[config.mk]
export PLATFORM = sky130hd
export DESIGN_NAME = interval_range_algebra_top
export DESIGN_NICKNAME = d
export VERILOG_FILES = /design/src/rtl/ira_pkg.sv /design/src/rtl/ira_relate.sv /design/src/rtl/ira_select.sv /design/src/rtl/interval_range_algebra_top.sv
export VERILOG_INCLUDE_DIRS = /design/src /design/src/rtl
export SDC_FILE = /design/constraint.sdc
export NUM_CORES = 1
export LEC_CHECK = 0
export ABC_AREA = 1
export BUFFER_PORTS_ARGS = -buffer_cell sky130_fd_sc_hd__buf_2
export CELL_PAD_IN_SITES_DETAIL_PLACEMENT = 0
export CELL_PAD_IN_SITES_GLOBAL_PLACEMENT = 1
export CORE_ASPECT_RATIO = 2
export CORE_MARGIN = 2
export CORE_UTILIZATION = 44
export DETAILED_ROUTE_END_ITERATION = 10
export PLACE_DENSITY_LB_ADDON = 0.3
export SYNTH_ARGS = -nofsm -noshare
export SYNTH_HDL_FRONTEND = slang
export SYNTH_HIERARCHICAL = 1
export SYNTH_SLANG_ARGS = --single-unit
[constraint.sdc]
create_clock -name aclk -period 6.3 [get_ports aclk]
set_input_delay 1.26 -clock aclk [delete_from_list [all_inputs] [get_ports aclk]]
set_output_delay 1.26 -clock aclk [all_outputs]
set_load 0.02 [all_outputs]
[src/rtl/interval_range_algebra_top_defines.svh]
// ----------------------------------------------------------------------------
// interval range algebra assertion macros
// shared property forms for the checks at the end of the top module
// ----------------------------------------------------------------------------
`ifndef INTERVAL_RANGE_ALGEBRA_TOP_DEFINES_SVH
`define INTERVAL_RANGE_ALGEBRA_TOP_DEFINES_SVH

// same-cycle implication, disabled while reset is held
`define IRA_ASSERT_IMPL(label, clk, rstn, ante, cons) \
    label: assert property (@(posedge clk) disable iff (!rstn) (ante) |-> (cons)) \
        else $error("interval range algebra check failed");

// next-cycle implication, disabled while reset is held
`define IRA_ASSERT_NEXT(label, clk, rstn, ante, cons) \
    label: assert property (@(posedge clk) disable iff (!rstn) (ante) |=> (cons)) \
        else $error("interval range algebra check failed");

`endif

[src/rtl/ira_pkg.sv]
// ----------------------------------------------------------------------------
// interval range algebra package
// field widths, end kind and mode codes, shared structs and kind helpers
// ----------------------------------------------------------------------------
package ira_pkg;

    localparam int FIELD_W = 32;
    localparam int KIND_W  = 2;
    localparam int MODE_W  = 2;

    typedef enum logic [KIND_W-1:0] {
        KIND_UNB = 2'd0,
        KIND_EXC = 2'd1,
        KIND_INC = 2'd2
    } kind_t;

    typedef enum logic [MODE_W-1:0] {
        MODE_INTERSECT  = 2'd0,
        MODE_DIFF_LEFT  = 2'd1,
        MODE_DIFF_RIGHT = 2'd2,
        MODE_EXTEND     = 2'd3
    } mode_t;

    // decoded end flags
    typedef struct packed {
        logic bnd;
        logic inc;
    } end_t;

    // relations between a and b
    typedef struct packed {
        logic sb_ab;
        logic sb_ba;
        logic ea_ab;
        logic ea_ba;
        logic dl_ab;
        logic dl_ba;
        logic contains_ab;
        logic contains_ba;
        logic ovl_left;
        logic ovl_right;
        logic touch;
        logic hi_lo_eq;
    } rel_t;

    function automatic end_t decode_kind(logic [KIND_W-1:0] k);
        end_t e;
        e.bnd = (k != KIND_UNB);
        e.inc = (k >= KIND_INC);
        return e;
    endfunction

    function automatic logic [KIND_W-1:0] encode_kind(end_t e);
        logic [KIND_W-1:0] k;
        if (!e.bnd) begin
            k = KIND_UNB;
        end else if (e.inc) begin
            k = KIND_INC;
        end else begin
            k = KIND_EXC;
        end
        return k;
    endfunction

endpackage

[src/rtl/ira_relate.sv]
// ----------------------------------------------------------------------------
// interval range algebra relations
// compares the end keys of a and b and derives the interval relations
// ----------------------------------------------------------------------------
module ira_relate #(
    parameter int KEY_W = 32
) (
    input  logic signed [KEY_W-1:0] a_lo,
    input  logic signed [KEY_W-1:0] a_hi,
    input  logic signed [KEY_W-1:0] b_lo,
    input  logic signed [KEY_W-1:0] b_hi,
    input  ira_pkg::end_t           a_lo_f,
    input  ira_pkg::end_t           a_hi_f,
    input  ira_pkg::end_t           b_lo_f,
    input  ira_pkg::end_t           b_hi_f,
    output ira_pkg::rel_t           rel
);
    import ira_pkg::*;

    logic lo_lt, lo_eq, hi_gt, hi_eq;
    logic ahi_lt_blo, ahi_eq_blo, bhi_lt_alo, bhi_eq_alo;
    logic same_lo, same_hi;

    assign lo_lt      = (a_lo < b_lo);
    assign lo_eq      = (a_lo == b_lo);
    assign hi_gt      = (a_hi > b_hi);
    assign hi_eq      = (a_hi == b_hi);
    assign ahi_lt_blo = (a_hi < b_lo);
    assign ahi_eq_blo = (a_hi == b_lo);
    assign bhi_lt_alo = (b_hi < a_lo);
    assign bhi_eq_alo = (b_hi == a_lo);

    assign same_lo = (!a_lo_f.bnd && !b_lo_f.bnd) ||
                     (a_lo_f.bnd && b_lo_f.bnd && lo_eq && (a_lo_f.inc == b_lo_f.inc));
    assign same_hi = (!a_hi_f.bnd && !b_hi_f.bnd) ||
                     (a_hi_f.bnd && b_hi_f.bnd && hi_eq && (a_hi_f.inc == b_hi_f.inc));

    always_comb begin
        rel.sb_ab = !b_lo_f.bnd ? !a_lo_f.bnd :
                    (!a_lo_f.bnd || lo_lt || (lo_eq && a_lo_f.inc && !b_lo_f.inc));
        rel.sb_ba = !a_lo_f.bnd ? !b_lo_f.bnd :
                    (!b_lo_f.bnd || (!lo_lt && !lo_eq) ||
                     (lo_eq && b_lo_f.inc && !a_lo_f.inc));
        rel.ea_ab = !b_hi_f.bnd ? !a_hi_f.bnd :
                    (!a_hi_f.bnd || hi_gt || (hi_eq && a_hi_f.inc && !b_hi_f.inc));
        rel.ea_ba = !a_hi_f.bnd ? !b_hi_f.bnd :
                    (!b_hi_f.bnd || (!hi_gt && !hi_eq) ||
                     (hi_eq && b_hi_f.inc && !a_hi_f.inc));
        rel.dl_ab = a_hi_f.bnd && b_lo_f.bnd &&
                    (ahi_lt_blo || (ahi_eq_blo && (!a_hi_f.inc || !b_lo_f.inc)));
        rel.dl_ba = b_hi_f.bnd && a_lo_f.bnd &&
                    (bhi_lt_alo || (bhi_eq_alo && (!b_hi_f.inc || !a_lo_f.inc)));
        rel.contains_ab = (rel.sb_ab || same_lo) && (rel.ea_ab || same_hi);
        rel.contains_ba = (rel.sb_ba || same_lo) && (rel.ea_ba || same_hi);
        rel.ovl_left    = rel.sb_ab && !rel.ea_ab && !rel.dl_ab;
        rel.ovl_right   = rel.ea_ab && !rel.sb_ab && !rel.dl_ba;
        rel.touch       = (!a_hi_f.bnd && !b_lo_f.bnd) ||
                          (a_hi_f.bnd && b_lo_f.bnd && ahi_eq_blo);
        rel.hi_lo_eq    = ahi_eq_blo;
    end

endmodule

[src/rtl/ira_select.sv]
// ----------------------------------------------------------------------------
// interval range algebra result select
// picks the derived interval for the mode and formats its ends
// ----------------------------------------------------------------------------
module ira_select #(
    parameter int KEY_W = 32
) (
    input  logic [ira_pkg::MODE_W-1:0]         mode,
    input  logic signed [KEY_W-1:0]            a_lo,
    input  logic signed [KEY_W-1:0]            a_hi,
    input  logic signed [KEY_W-1:0]            b_lo,
    input  logic signed [KEY_W-1:0]            b_hi,
    input  ira_pkg::end_t                      a_lo_f,
    input  ira_pkg::end_t                      a_hi_f,
    input  ira_pkg::end_t                      b_lo_f,
    input  ira_pkg::end_t                      b_hi_f,
    input  ira_pkg::rel_t                      rel,
    output logic                               present,
    output logic signed [ira_pkg::FIELD_W-1:0] res_lo,
    output logic [ira_pkg::KIND_W-1:0]         res_lo_kind,
    output logic signed [ira_pkg::FIELD_W-1:0] res_hi,
    output logic [ira_pkg::KIND_W-1:0]         res_hi_kind
);
    import ira_pkg::*;

    logic signed [KEY_W-1:0] lo_key, hi_key;
    end_t                    lo_f, hi_f;

    always_comb begin
        present = 1'b0;
        lo_key  = a_lo;
        lo_f    = a_lo_f;
        hi_key  = a_hi;
        hi_f    = a_hi_f;
        case (mode_t'(mode))
            MODE_INTERSECT: begin
                if (rel.contains_ab) begin
                    present = 1'b1;
                    lo_key  = b_lo;
                    lo_f    = b_lo_f;
                    hi_key  = b_hi;
                    hi_f    = b_hi_f;
                end else if (rel.contains_ba) begin
                    present = 1'b1;
                end else if (rel.ovl_left) begin
                    present = 1'b1;
                    lo_key  = b_lo;
                    lo_f    = b_lo_f;
                end else if (rel.ovl_right) begin
                    present = 1'b1;
                    hi_key  = b_hi;
                    hi_f    = b_hi_f;
                end
            end
            MODE_DIFF_LEFT: begin
                if (rel.dl_ab) begin
                    present = 1'b1;
                end else if (rel.sb_ab && b_lo_f.bnd) begin
                    present  = 1'b1;
                    hi_key   = b_lo;
                    hi_f.bnd = 1'b1;
                    hi_f.inc = !b_lo_f.inc;
                end
            end
            MODE_DIFF_RIGHT: begin
                if (rel.dl_ba) begin
                    present = 1'b1;
                end else if (rel.ea_ab && b_hi_f.bnd) begin
                    present  = 1'b1;
                    lo_key   = b_hi;
                    lo_f.bnd = 1'b1;
                    lo_f.inc = !b_hi_f.inc;
                end
            end
            MODE_EXTEND: begin
                if (rel.dl_ab && rel.hi_lo_eq && (b_lo_f.inc || a_hi_f.inc)) begin
                    present = 1'b1;
                    hi_key  = b_hi;
                    hi_f    = b_hi_f;
                end
            end
            default: begin
                present = 1'b0;
            end
        endcase
    end

    // unbounded or missing ends read as zero
    assign res_lo      = (present && lo_f.bnd) ? FIELD_W'(lo_key) : '0;
    assign res_hi      = (present && hi_f.bnd) ? FIELD_W'(hi_key) : '0;
    assign res_lo_kind = present ? encode_kind(lo_f) : KIND_UNB;
    assign res_hi_kind = present ? encode_kind(hi_f) : KIND_UNB;

endmodule

[src/rtl/interval_range_algebra_top.sv]
// ----------------------------------------------------------------------------
// interval range algebra top
// relations of two intervals and one derived interval chosen by mode
// ----------------------------------------------------------------------------
// Each request is captured in an input register, evaluated by one pass of
// compare and select logic, and held in a result register until the result
// side takes it; a new request is taken every cycle while the result side
// keeps up. The single compare pass lies between the two registers; keys
// use the low KEY_WIDTH bits (at most 32) of each key port, sign extended.
module interval_range_algebra_top #(
    parameter int KEY_WIDTH = 32
) (
    input  logic                               aclk,
    input  logic                               aresetn,
    input  logic                               s_valid,
    output logic                               s_ready,
    input  logic [ira_pkg::MODE_W-1:0]         s_mode,
    input  logic signed [ira_pkg::FIELD_W-1:0] s_a_lo,
    input  logic [ira_pkg::KIND_W-1:0]         s_a_lo_kind,
    input  logic signed [ira_pkg::FIELD_W-1:0] s_a_hi,
    input  logic [ira_pkg::KIND_W-1:0]         s_a_hi_kind,
    input  logic signed [ira_pkg::FIELD_W-1:0] s_b_lo,
    input  logic [ira_pkg::KIND_W-1:0]         s_b_lo_kind,
    input  logic signed [ira_pkg::FIELD_W-1:0] s_b_hi,
    input  logic [ira_pkg::KIND_W-1:0]         s_b_hi_kind,
    output logic                               m_valid,
    input  logic                               m_ready,
    output logic                               m_present,
    output logic signed [ira_pkg::FIELD_W-1:0] m_res_lo,
    output logic [ira_pkg::KIND_W-1:0]         m_res_lo_kind,
    output logic signed [ira_pkg::FIELD_W-1:0] m_res_hi,
    output logic [ira_pkg::KIND_W-1:0]         m_res_hi_kind,
    output logic                               m_contains,
    output logic                               m_disjoint_left,
    output logic                               m_overlaps_left,
    output logic                               m_overlaps_right,
    output logic                               m_ends_touch
);
    import ira_pkg::*;
    `include "interval_range_algebra_top_defines.svh"

    localparam int KW = (KEY_WIDTH < FIELD_W) ? KEY_WIDTH : FIELD_W;

    // input stage
    logic                    in_vld_reg;
    logic [MODE_W-1:0]       mode_reg;
    logic signed [KW-1:0]    a_lo_reg, a_hi_reg, b_lo_reg, b_hi_reg;
    logic [KIND_W-1:0]       a_lo_kind_reg, a_hi_kind_reg, b_lo_kind_reg, b_hi_kind_reg;

    // result stage
    logic                    out_vld_reg;
    logic                    present_reg;
    logic signed [FIELD_W-1:0] res_lo_reg, res_hi_reg;
    logic [KIND_W-1:0]       res_lo_kind_reg, res_hi_kind_reg;
    logic                    contains_reg, disjoint_left_reg;
    logic                    overlaps_left_reg, overlaps_right_reg, ends_touch_reg;

    logic                    out_open, advance, take;
    end_t                    a_lo_f, a_hi_f, b_lo_f, b_hi_f;
    rel_t                    rel;
    logic                    present_next;
    logic signed [FIELD_W-1:0] res_lo_next, res_hi_next;
    logic [KIND_W-1:0]       res_lo_kind_next, res_hi_kind_next;

    assign out_open = !out_vld_reg || m_ready;
    assign advance  = in_vld_reg && out_open;
    assign s_ready  = !in_vld_reg || out_open;
    assign take     = s_valid && s_ready;

    always_ff @(posedge aclk) begin
        if (!aresetn) begin
            in_vld_reg  <= 1'b0;
            out_vld_reg <= 1'b0;
        end else begin
            if (s_ready) begin
                in_vld_reg <= s_valid;
            end
            if (out_open) begin
                out_vld_reg <= in_vld_reg;
            end
        end
    end

    always_ff @(posedge aclk) begin
        if (take) begin
            mode_reg      <= s_mode;
            a_lo_reg      <= s_a_lo[KW-1:0];
            a_lo_kind_reg <= s_a_lo_kind;
            a_hi_reg      <= s_a_hi[KW-1:0];
            a_hi_kind_reg <= s_a_hi_kind;
            b_lo_reg      <= s_b_lo[KW-1:0];
            b_lo_kind_reg <= s_b_lo_kind;
            b_hi_reg      <= s_b_hi[KW-1:0];
            b_hi_kind_reg <= s_b_hi_kind;
        end
    end

    assign a_lo_f = decode_kind(a_lo_kind_reg);
    assign a_hi_f = decode_kind(a_hi_kind_reg);
    assign b_lo_f = decode_kind(b_lo_kind_reg);
    assign b_hi_f = decode_kind(b_hi_kind_reg);

    ira_relate #(
        .KEY_W  (KW)
    ) u_relate (
        .a_lo   (a_lo_reg),
        .a_hi   (a_hi_reg),
        .b_lo   (b_lo_reg),
        .b_hi   (b_hi_reg),
        .a_lo_f (a_lo_f),
        .a_hi_f (a_hi_f),
        .b_lo_f (b_lo_f),
        .b_hi_f (b_hi_f),
        .rel    (rel)
    );

    ira_select #(
        .KEY_W       (KW)
    ) u_select (
        .mode        (mode_reg),
        .a_lo        (a_lo_reg),
        .a_hi        (a_hi_reg),
        .b_lo        (b_lo_reg),
        .b_hi        (b_hi_reg),
        .a_lo_f      (a_lo_f),
        .a_hi_f      (a_hi_f),
        .b_lo_f      (b_lo_f),
        .b_hi_f      (b_hi_f),
        .rel         (rel),
        .present     (present_next),
        .res_lo      (res_lo_next),
        .res_lo_kind (res_lo_kind_next),
        .res_hi      (res_hi_next),
        .res_hi_kind (res_hi_kind_next)
    );

    always_ff @(posedge aclk) begin
        if (advance) begin
            present_reg        <= present_next;
            res_lo_reg         <= res_lo_next;
            res_lo_kind_reg    <= res_lo_kind_next;
            res_hi_reg         <= res_hi_next;
            res_hi_kind_reg    <= res_hi_kind_next;
            contains_reg       <= rel.contains_ab;
            disjoint_left_reg  <= rel.dl_ab;
            overlaps_left_reg  <= rel.ovl_left;
            overlaps_right_reg <= rel.ovl_right;
            ends_touch_reg     <= rel.touch;
        end
    end

    assign m_valid          = out_vld_reg;
    assign m_present        = present_reg;
    assign m_res_lo         = res_lo_reg;
    assign m_res_lo_kind    = res_lo_kind_reg;
    assign m_res_hi         = res_hi_reg;
    assign m_res_hi_kind    = res_hi_kind_reg;
    assign m_contains       = contains_reg;
    assign m_disjoint_left  = disjoint_left_reg;
    assign m_overlaps_left  = overlaps_left_reg;
    assign m_overlaps_right = overlaps_right_reg;
    assign m_ends_touch     = ends_touch_reg;

    // checks
    `IRA_ASSERT_NEXT(a_stage_moves, aclk, aresetn, in_vld_reg && !out_vld_reg, out_vld_reg)
    `IRA_ASSERT_IMPL(a_ovl_excl, aclk, aresetn, m_valid, !(m_overlaps_left && m_overlaps_right))
    `IRA_ASSERT_IMPL(a_absent_zero, aclk, aresetn, m_valid && !m_present, m_res_lo == '0 && m_res_hi == '0 && m_res_lo_kind == KIND_UNB && m_res_hi_kind == KIND_UNB)
    `IRA_ASSERT_IMPL(a_unb_lo_zero, aclk, aresetn, m_valid && m_res_lo_kind == KIND_UNB, m_res_lo == '0)
    `IRA_ASSERT_IMPL(a_unb_hi_zero, aclk, aresetn, m_valid && m_res_hi_kind == KIND_UNB, m_res_hi == '0)

endmodule
### After elaboration in Yosys (flattened, before gate mapping)

Cells that the tools add are included.

* mux-type cells: 44
* $lt $le $gt $ge: 8
* reduce and logical (&&, ||, !) cells: 87
* equality and inequality tests: 9

Operators by type and width (number)
* $mux W32: 12
* $eq A32 B32 Y1: 4
* $lt A32 B32 Y1: 3
* $pmux W32 S3: 1
* $pmux W32 S2: 1
* $logic_and A1 B1 Y1: 40
* $gt A32 B32 Y1: 1
* $mux W2: 14
* $logic_or A1 B1 Y1: 22
* $logic_not A1 Y1: 18
* $mux W1: 13
* $ge A2 B2 Y1 const B: 4
* $reduce_bool A2 Y1: 4
* $pmux W2 S3: 1
* $eq A2 B2 Y1 const B: 2
* $pmux W1 S4: 1
* $pmux W2 S2: 1
* $reduce_and A2 Y1: 2
* $eq A1 B1 Y1: 2
* $eq A2 B1 Y1 const B: 1
* $logic_not A2 Y1: 1

* register bits after elaboration: 214
* input port bits: 142

### Depth between registers and ports, before layout

Gate-level depths: netlist of run 1.

* depth in word-level cells: 14
* mapped depth: 30
* depth with buffers taken out: 29

### Cells and area by module

Netlist of run 1, hierarchy kept.

Modules (own cells, without submodules)
* interval_range_algebra_top: area an instance 6501.2 µm², instances 1, cells each 233, sequential area each 6406.1 µm²
* ira_relate: area an instance 3624.7 µm², instances 1, cells each 594, sequential area each 0.0 µm²
* ira_select: area an instance 3004.1 µm², instances 1, cells each 632, sequential area each 0.0 µm²

### Worst setup path before layout of run 1

No wires, ideal clock.

* kind: input -> register
* start point: input port m_ready
* end point: register contains_reg, in the netlist m_contains (enable)
* library setup time: 0.531 ns
* stages: 2
* setup slack: 0.862 ns
* data arrival time: 4.908 ns
* required time: 5.769 ns
* path through: inv_1 > a21oi_1

* longest elaborated chain between the ends: 2

RTL lines
* start, declared: RTL line interval_range_algebra_top.sv:27 `input logic m_ready,`
* $logic_or A1 B1 Y1: RTL line interval_range_algebra_top.sv:65 `assign out_open = !out_vld_reg || m_ready;`
* $logic_and A1 B1 Y1: RTL line interval_range_algebra_top.sv:66 `assign advance = in_vld_reg && out_open;`
* named net advance: RTL line interval_range_algebra_top.sv:58 `logic out_open, advance, take;`
* end signal, assigned: RTL line interval_range_algebra_top.sv:144 `contains_reg <= rel.contains_ab;`
* end, declared: RTL line interval_range_algebra_top.sv:55 `logic contains_reg, disjoint_left_reg;`

The timed path passes the listed nets, and every way through them passes these cells.
A chain may end at the register's enable or synchronous reset.

==> impl_metrics.json, run 1 <==
{
  "dieWidth_um": 126.1,
  "hold_violations": 0,
  "fin_util_pct": 51.66,
  "first_iter_violations": 575,
  "syn_inst": 1457,
  "fp.coreArea_um2": 29400,
  "fillers": 2842,
  "rr_worst_depth": 20,
  "arrival_ns": 5.04,
  "finalCritPeriodShare_pct": 75.93,
  "criticalPathCategory": "flop to flop",
  "instances_no_fill": 2044,
  "clock-skew-final_ns": 0.03297,
  "r2r_slack_ns": 1.52,
  "area_growth_pct": 15.73,
  "cts_hold_buf": 0,
  "setup_ws_ns": 1.516,
  "wire_per_inst_um": 20.66,
  "internal-power_uw": 2653,
  "worstReg2RegEnd": "m_res_hi[31]",
  "fmax_mhz": 209.0,
  "ant_nets": 0,
  "cts_root_buffer": "clkbuf_16",
  "min_from": "in_vld_reg",
  "slew_viol_final": 0,
  "seqPwrFrac_pct": 45.9,
  "htree_levels": 1,
  "num-nets-final": 1937,
  "p_clk_share_pct": 33.7,
  "holdPathStages": 2,
  "worst_slew_pin_slew_ns": 1.117,
  "crit_fanout": 34,
  "start_kind": "flop",
  "power_switching_uw": 1151,
  "max-vdd-ir-drop_v": 0.0002300,
  "dr.pass1.iters": 5,
  "drc_errors": 0,
  "min_period_ns": 4.784,
  "ios": 218,
  "status": "complete, no violations",
  "start_util_pct": 44.63,
  "grt_usage_pct": 26.20,
  "power_density_nw_per_um2": 250.5,
  "fin_tns_setup_ns": 0,
  "ys_warn_count": 6,
  "holdWs_ns": 0.5048,
  "p_leak_uw": 0.007354,
  "reg2reg_from": "a_hi_reg[31]",
  "grt_max_degree": 72,
  "wl_mm": 42.22,
  "cts_buffers": 21,
  "cts_sinks": 214,
  "clk_path_buf_depth": 3,
  "pre_cts_ws_ns": 1.783,
  "cts.clk_slew.worst_paths_ns": 0.07,
  "die-area_um2": 31300,
  "rows": 89,
  "grt_pass1_vias": 10917,
  "cts_resized": 0,
  "rsz0062_at_grt": "no",
  "grt_pass1_wl_mm": 61.24,
  "slew_headroom_pct": 25.34,
  "setup_viol": 0,
  "place_hpwl_mm": 31.16,
  "crit_required_ns": 6.56,
  "clk_latency_ns": 0.54,
  "die_h_um": 248.2,
  "hold_class": "flop to flop",
  "routed_via_density": 5.319,
  "portBuffers": 217,
  "globalplace.congestion": 0.9832,
  "endpoint_kind": "flop",
  "drive_gt1_share_pct": 19.88,
  "num_antenna_cells": 0,
  "grt.overflow.total": 0,
  "cts_setup_buffers": 0,
  "dp.cells": 2008,
  "maxCapViolCount": 0,
  "vias": 10873,
  "switching_share_pct": 30.25,
  "syn_avg_cell_area_um2": 9.006,
  "syn-cell-area_um2": 13120,
  "cts_tree": "done",
  "p_comb_share_pct": 20.4,
  "synth_fp_nets": 1727,
  "min_to": "in_vld_reg",
  "antenna_found_initial": 0
}
## worst max-delay path, cell delays in order, from the launching register on
cell      delay, ns
edfxtp_1       0.47
ha_1           0.40
nand2_1        0.10
nor2_2         0.14
nand2_1        0.16
nor3b_1        0.34
nand2_1        0.25
nand2_1        0.11
nand2_1        0.07
nand3_1        0.09
nand3_1        0.11
nand2_2        0.11
inv_2          0.04
nor2_2         0.21
nand3_1        0.47
nand2_1        0.44
nand2_1        0.09
nand3_1        0.08
nand3_1        0.12
nand2_4        0.48
nor2_1         0.15
## how the worst max path moves through the flow
stage / startpoint / end / slack (ns) / cells past startpoint
after floorplan: m_ready / m_contains / 0.86 / 2
after global placement: b_lo_reg[15] / m_res_hi[7] / 1.84 / 21
after detailed placement: a_hi_reg[31] / m_res_hi[31] / 1.78 / 20
after CTS: a_hi_reg[31] / m_res_hi[20] / 1.72 / 20
after global routing: a_hi_reg[31] / m_res_hi[31] / 1.28 / 20
final: a_hi_reg[31] / m_res_hi[31] / 1.52 / 20
## power groups by stage
stage               combinational (uW)  clock [uW]  sequential (uW)
floorplan                          478           0             1790
global placement                   757           0             1780
detailed placement                 765           0             1780
CTS                                771        1300             1750
global route                       855        1360             1750
finish                             775        1280             1750
## per-stage QoR
stage	power, uW	area (um2)
CTS	3823	15190
global route	3967	15190
global placement	2535	14510
finish	3804	15190
detailed placement	2543	14510
floorplan	2267	13120
## area by class of cell
type / instances / area, um2 / share of cell area (%)
clock buffers: 22 / 529.3 / 3.485
clock inverters: 14 / 142.6 / 0.9393
inverters: 246 / 933.4 / 6.146
repair buffers: 230 / 1184 / 7.794
flip-flops and latches: 214 / 6406 / 42.19
multi-input cells: 954 / 5535 / 36.45
well taps: 364 / 455.4 / 2.999
## layout by cell type, fill, tap and decap left out, drive strengths merged
| cell type | instances |
|---|---|
| o211a | 1 |
| or2 | 4 |
| xnor2 | 1 |
| nand4 | 5 |
| edfxtp | 212 |
| a21oi | 95 |
| clkbuf | 22 |
| nand3b | 1 |
| o22ai | 24 |
| buf | 230 |
| nor4 | 2 |
| ha | 128 |
| clkinvlp | 1 |
| nand2 | 305 |
| a21o | 4 |
| inv | 245 |
| o21ai | 42 |
| bufinv | 3 |
| o21bai | 13 |
| a21boi | 1 |
| nor3 | 6 |
| clkinv | 11 |
| or3 | 1 |
| o21a | 7 |
| nor4b | 1 |
| dfxtp | 2 |
| o211ai | 1 |
| nand3 | 140 |
| nor3b | 1 |
| nor2 | 171 |
## per-layer routing
| layer | vias up | share of wire [%] | wire length (um) | GRT usage [%] |
|---|---|---|---|---|
| met5 | - | 0 | 0 | 0 |
| met4 | 0 | 7.5 | 3186 | 18.39 |
| met3 | 139 | 4.8 | 2006 | 3.222 |
| met2 | 415 | 55 | 23300 | 51.25 |
| met1 | 5068 | 33 | 13730 | 24.70 |
| li1 | 5251 | - | - | - |
No activity file was read; power rests on OpenSTA's default activity.
==> run 2, diff against run 1 <==
--- a/config.mk
+++ b/config.mk
@@ -12,7 +12,7 @@
 export CELL_PAD_IN_SITES_GLOBAL_PLACEMENT = 1
 export CORE_ASPECT_RATIO = 2
 export CORE_MARGIN = 2
-export CORE_UTILIZATION = 44
+export CORE_UTILIZATION = 39
 export DETAILED_ROUTE_END_ITERATION = 10
 export PLACE_DENSITY_LB_ADDON = 0.3
 export SYNTH_ARGS = -nofsm -noshare
==> constraint.sdc (replaced) <==
create_clock -name aclk -period 4.3 [get_ports aclk]
set_input_delay 0.86 -clock aclk [delete_from_list [all_inputs] [get_ports aclk]]
set_output_delay 0.86 -clock aclk [all_outputs]
set_load 0.02 [all_outputs]
==> run 2 against run 1 <==
Compared with the run above: sequential cell count unchanged; via count up 0.89%; largest cell class unchanged; register-to-register slack worse by 1.2 ns.
==> impl_metrics.json, run 2 (same netlist as run 1, synthesis figures left out) <==
{
  "fmax_mhz": 248.7,
  "rows": 95,
  "seqPwrFrac_pct": 46.0,
  "cpLargestDelayFamily": "simple AND/OR/NAND/NOR gates",
  "drive_gt1_share_pct": 21.08,
  "ios": 218,
  "clk_latency_ns": 0.54,
  "worstPathCellList": "ha_1 -> nand2_1 -> nor2_1 -> nand2_1 -> nor4_4 -> nand2_1 -> nand2_1 -> nand2_1 -> nand2_1 -> nand2_1 -> nand2_1 -> inv_1 -> inv_1 -> nand3_1 -> nand2_1 -> nand2_1 -> nor2_4 -> buf_4 -> nor2_1 -> nor2_1 -> nor2_2",
  "vias": 10970,
  "hold_violations": 0,
  "start_util_pct": 39.28,
  "maxCapViolCount": 0,
  "dp.cells": 2101,
  "cts_buffers": 21,
  "p_clk_share_pct": 32.8,
  "p_leak_uw": 0.007481,
  "final_cell_mix": "nand2_1, inv_1, buf_2, edfxtp_1, nand3_1",
  "wl_mm": 43.45,
  "endpoint_kind": "flop",
  "rsz0062_at_grt": "no",
  "routed_via_density": 5.129,
  "grt_pass1_vias": 11336,
  "crit_buf_inv": 3,
  "ant_nets": 0,
  "slew_viol_final": 0,
  "place_hpwl_mm": 33.00,
  "criticalPathCategory": "flop to flop",
  "max-vdd-ir-drop_v": 0.0003087,
  "power_switching_uw": 1730,
  "power_density_nw_per_um2": 360.5,
  "layout_commonest_cell": "nand2_1",
  "min_period_ns": 4.022,
  "clk_path_buf_depth": 3,
  "wire_per_inst_um": 20.31,
  "fillers": 3255,
  "dieWidth_um": 133.7,
  "antenna_found_initial": 0,
  "grt_pass1_wl_mm": 65.16,
  "p_comb_share_pct": 21.3,
  "htree_levels": 1,
  "power.total_uw": 5583,
  "dr.pass1.iters": 5,
  "num_antenna_cells": 0,
  "cts.clk_slew.worst_paths_ns": 0.07,
  "cts_root_buffer": "clkbuf_16",
  "grt_max_degree": 75,
  "crit_required_ns": 4.58,
  "setup_viol": 0,
  "slowest_stage": "edfxtp_1",
  "cts_tree": "done",
  "switching_share_pct": 30.99,
  "instances_no_fill": 2139,
  "finalCritPeriodShare_pct": 93.53,
  "die-area_um2": 35220,
  "drc_errors": 0,
  "critPathMaxStageDelay_ns": 0.51,
  "hold_class": "input pin to flop",
  "reg2reg_from": "a_hi_reg[31]",
  "cp-startpoint": "a_hi_reg[31]",
  "cts_hold_buf": 0,
  "cts_sinks": 214,
  "internal-power_uw": 3853,
  "die_h_um": 263.4,
  "min_from": "s_b_lo[8]",
  "num-nets-final": 1958,
  "slew_headroom_pct": 23.74,
  "status": "complete, no violations",
  "fp.coreArea_um2": 33400,
  "crit_fanout": 11,
  "grt.overflow.total": 0,
  "worst_slew_pin_slew_ns": 1.144,
  "globalplace.congestion": 0.9682,
  "start_kind": "flop",
  "arrival_ns": 4.30,
  "area_growth_pct": 18.03,
  "grt_usage_pct": 24.73,
  "portBuffers": 217,
  "clock-skew-final_ns": 0.01615,
  "crit_path_frequent_cell": "nand2_1",
  "first_iter_violations": 686
}
==> run 2: worst paths after layout <==
kind | end | slack, ns | cells after the start
worst max-delay path | m_res_hi[25] | 0.28 | 21
worst min-delay path | b_lo_reg[8] | 0.49 | 1
worst max register to register | m_res_hi[25] | 0.28 | 21
worst min register to register | in_vld_reg | 0.50 | 2
==> run 2: metal layers <==
metal / global-route usage [%] / wire length (um) / vias up
met3: 2.580 / 1921 / 140
met4: 16.13 / 3083 / 0
met5: 0 / 0 / -
li1: - / - / 5302
met1: 25.33 / 15030 / 5137
met2: 46.54 / 23410 / 391
==> run 2: area by class of cell <==
class | count | area, um2 | area share (%)
clock buffer | 28 | 561.8 | 3.627
clock inverter | 10 | 98.84 | 0.6382
inverter | 246 | 933.4 | 6.027
multi-input combinational | 954 | 5550 | 35.84
sequential | 214 | 6406 | 41.36
tap | 436 | 545.5 | 3.522
timing repair buffer | 251 | 1391 | 8.984
==> run 2: worst reg2reg max path: stages, from the launching register on <==
cell	delay, ns
edfxtp_1	0.51
ha_1	0.39
nand2_1	0.10
nor2_1	0.14
nand2_1	0.18
nor4_4	0.34
nand2_1	0.15
nand2_1	0.10
nand2_1	0.05
nand2_1	0.10
nand2_1	0.06
nand2_1	0.08
inv_1	0.11
inv_1	0.10
nand3_1	0.40
nand2_1	0.23
nand2_1	0.12
nor2_4	0.16
buf_4	0.22
nor2_1	0.08
nor2_1	0.13
nor2_2	0.05
==> run 2: timing repair <==
action | 4_1_cts | 5_1_grt
resized for setup | 1 | 1
endpoints found under the setup margin | 48 | 4
setup buffers | 0 | 0
==> run 2: power groups by stage <==
stage	combinational, uW	sequential [uW]	clock, uW
3_5_place_dp	1170	2610	0
5_1_grt	1310	2580	1940
6_report	1190	2570	1830
3_3_place_gp	1160	2620	0
2_1_floorplan	700	2620	0
4_1_cts	1180	2570	1880
==> run 2: through the flow <==
stage	area, um2	util (%)	setup slack, ns	TNS, ns	hold WS (ns)
2_1_floorplan	13130	-	0.006261	0	0.4785
6_report	15490	46.37	0.2783	0	0.4914
3_3_place_gp	14810	44.35	-0.1617	-3.432	0.4930
3_5_place_dp	14810	44.35	-0.09379	-1.645	0.4929
5_1_grt	15490	46.37	0.03994	0	0.4837
4_1_cts	15480	46.34	0.1747	0	0.4730
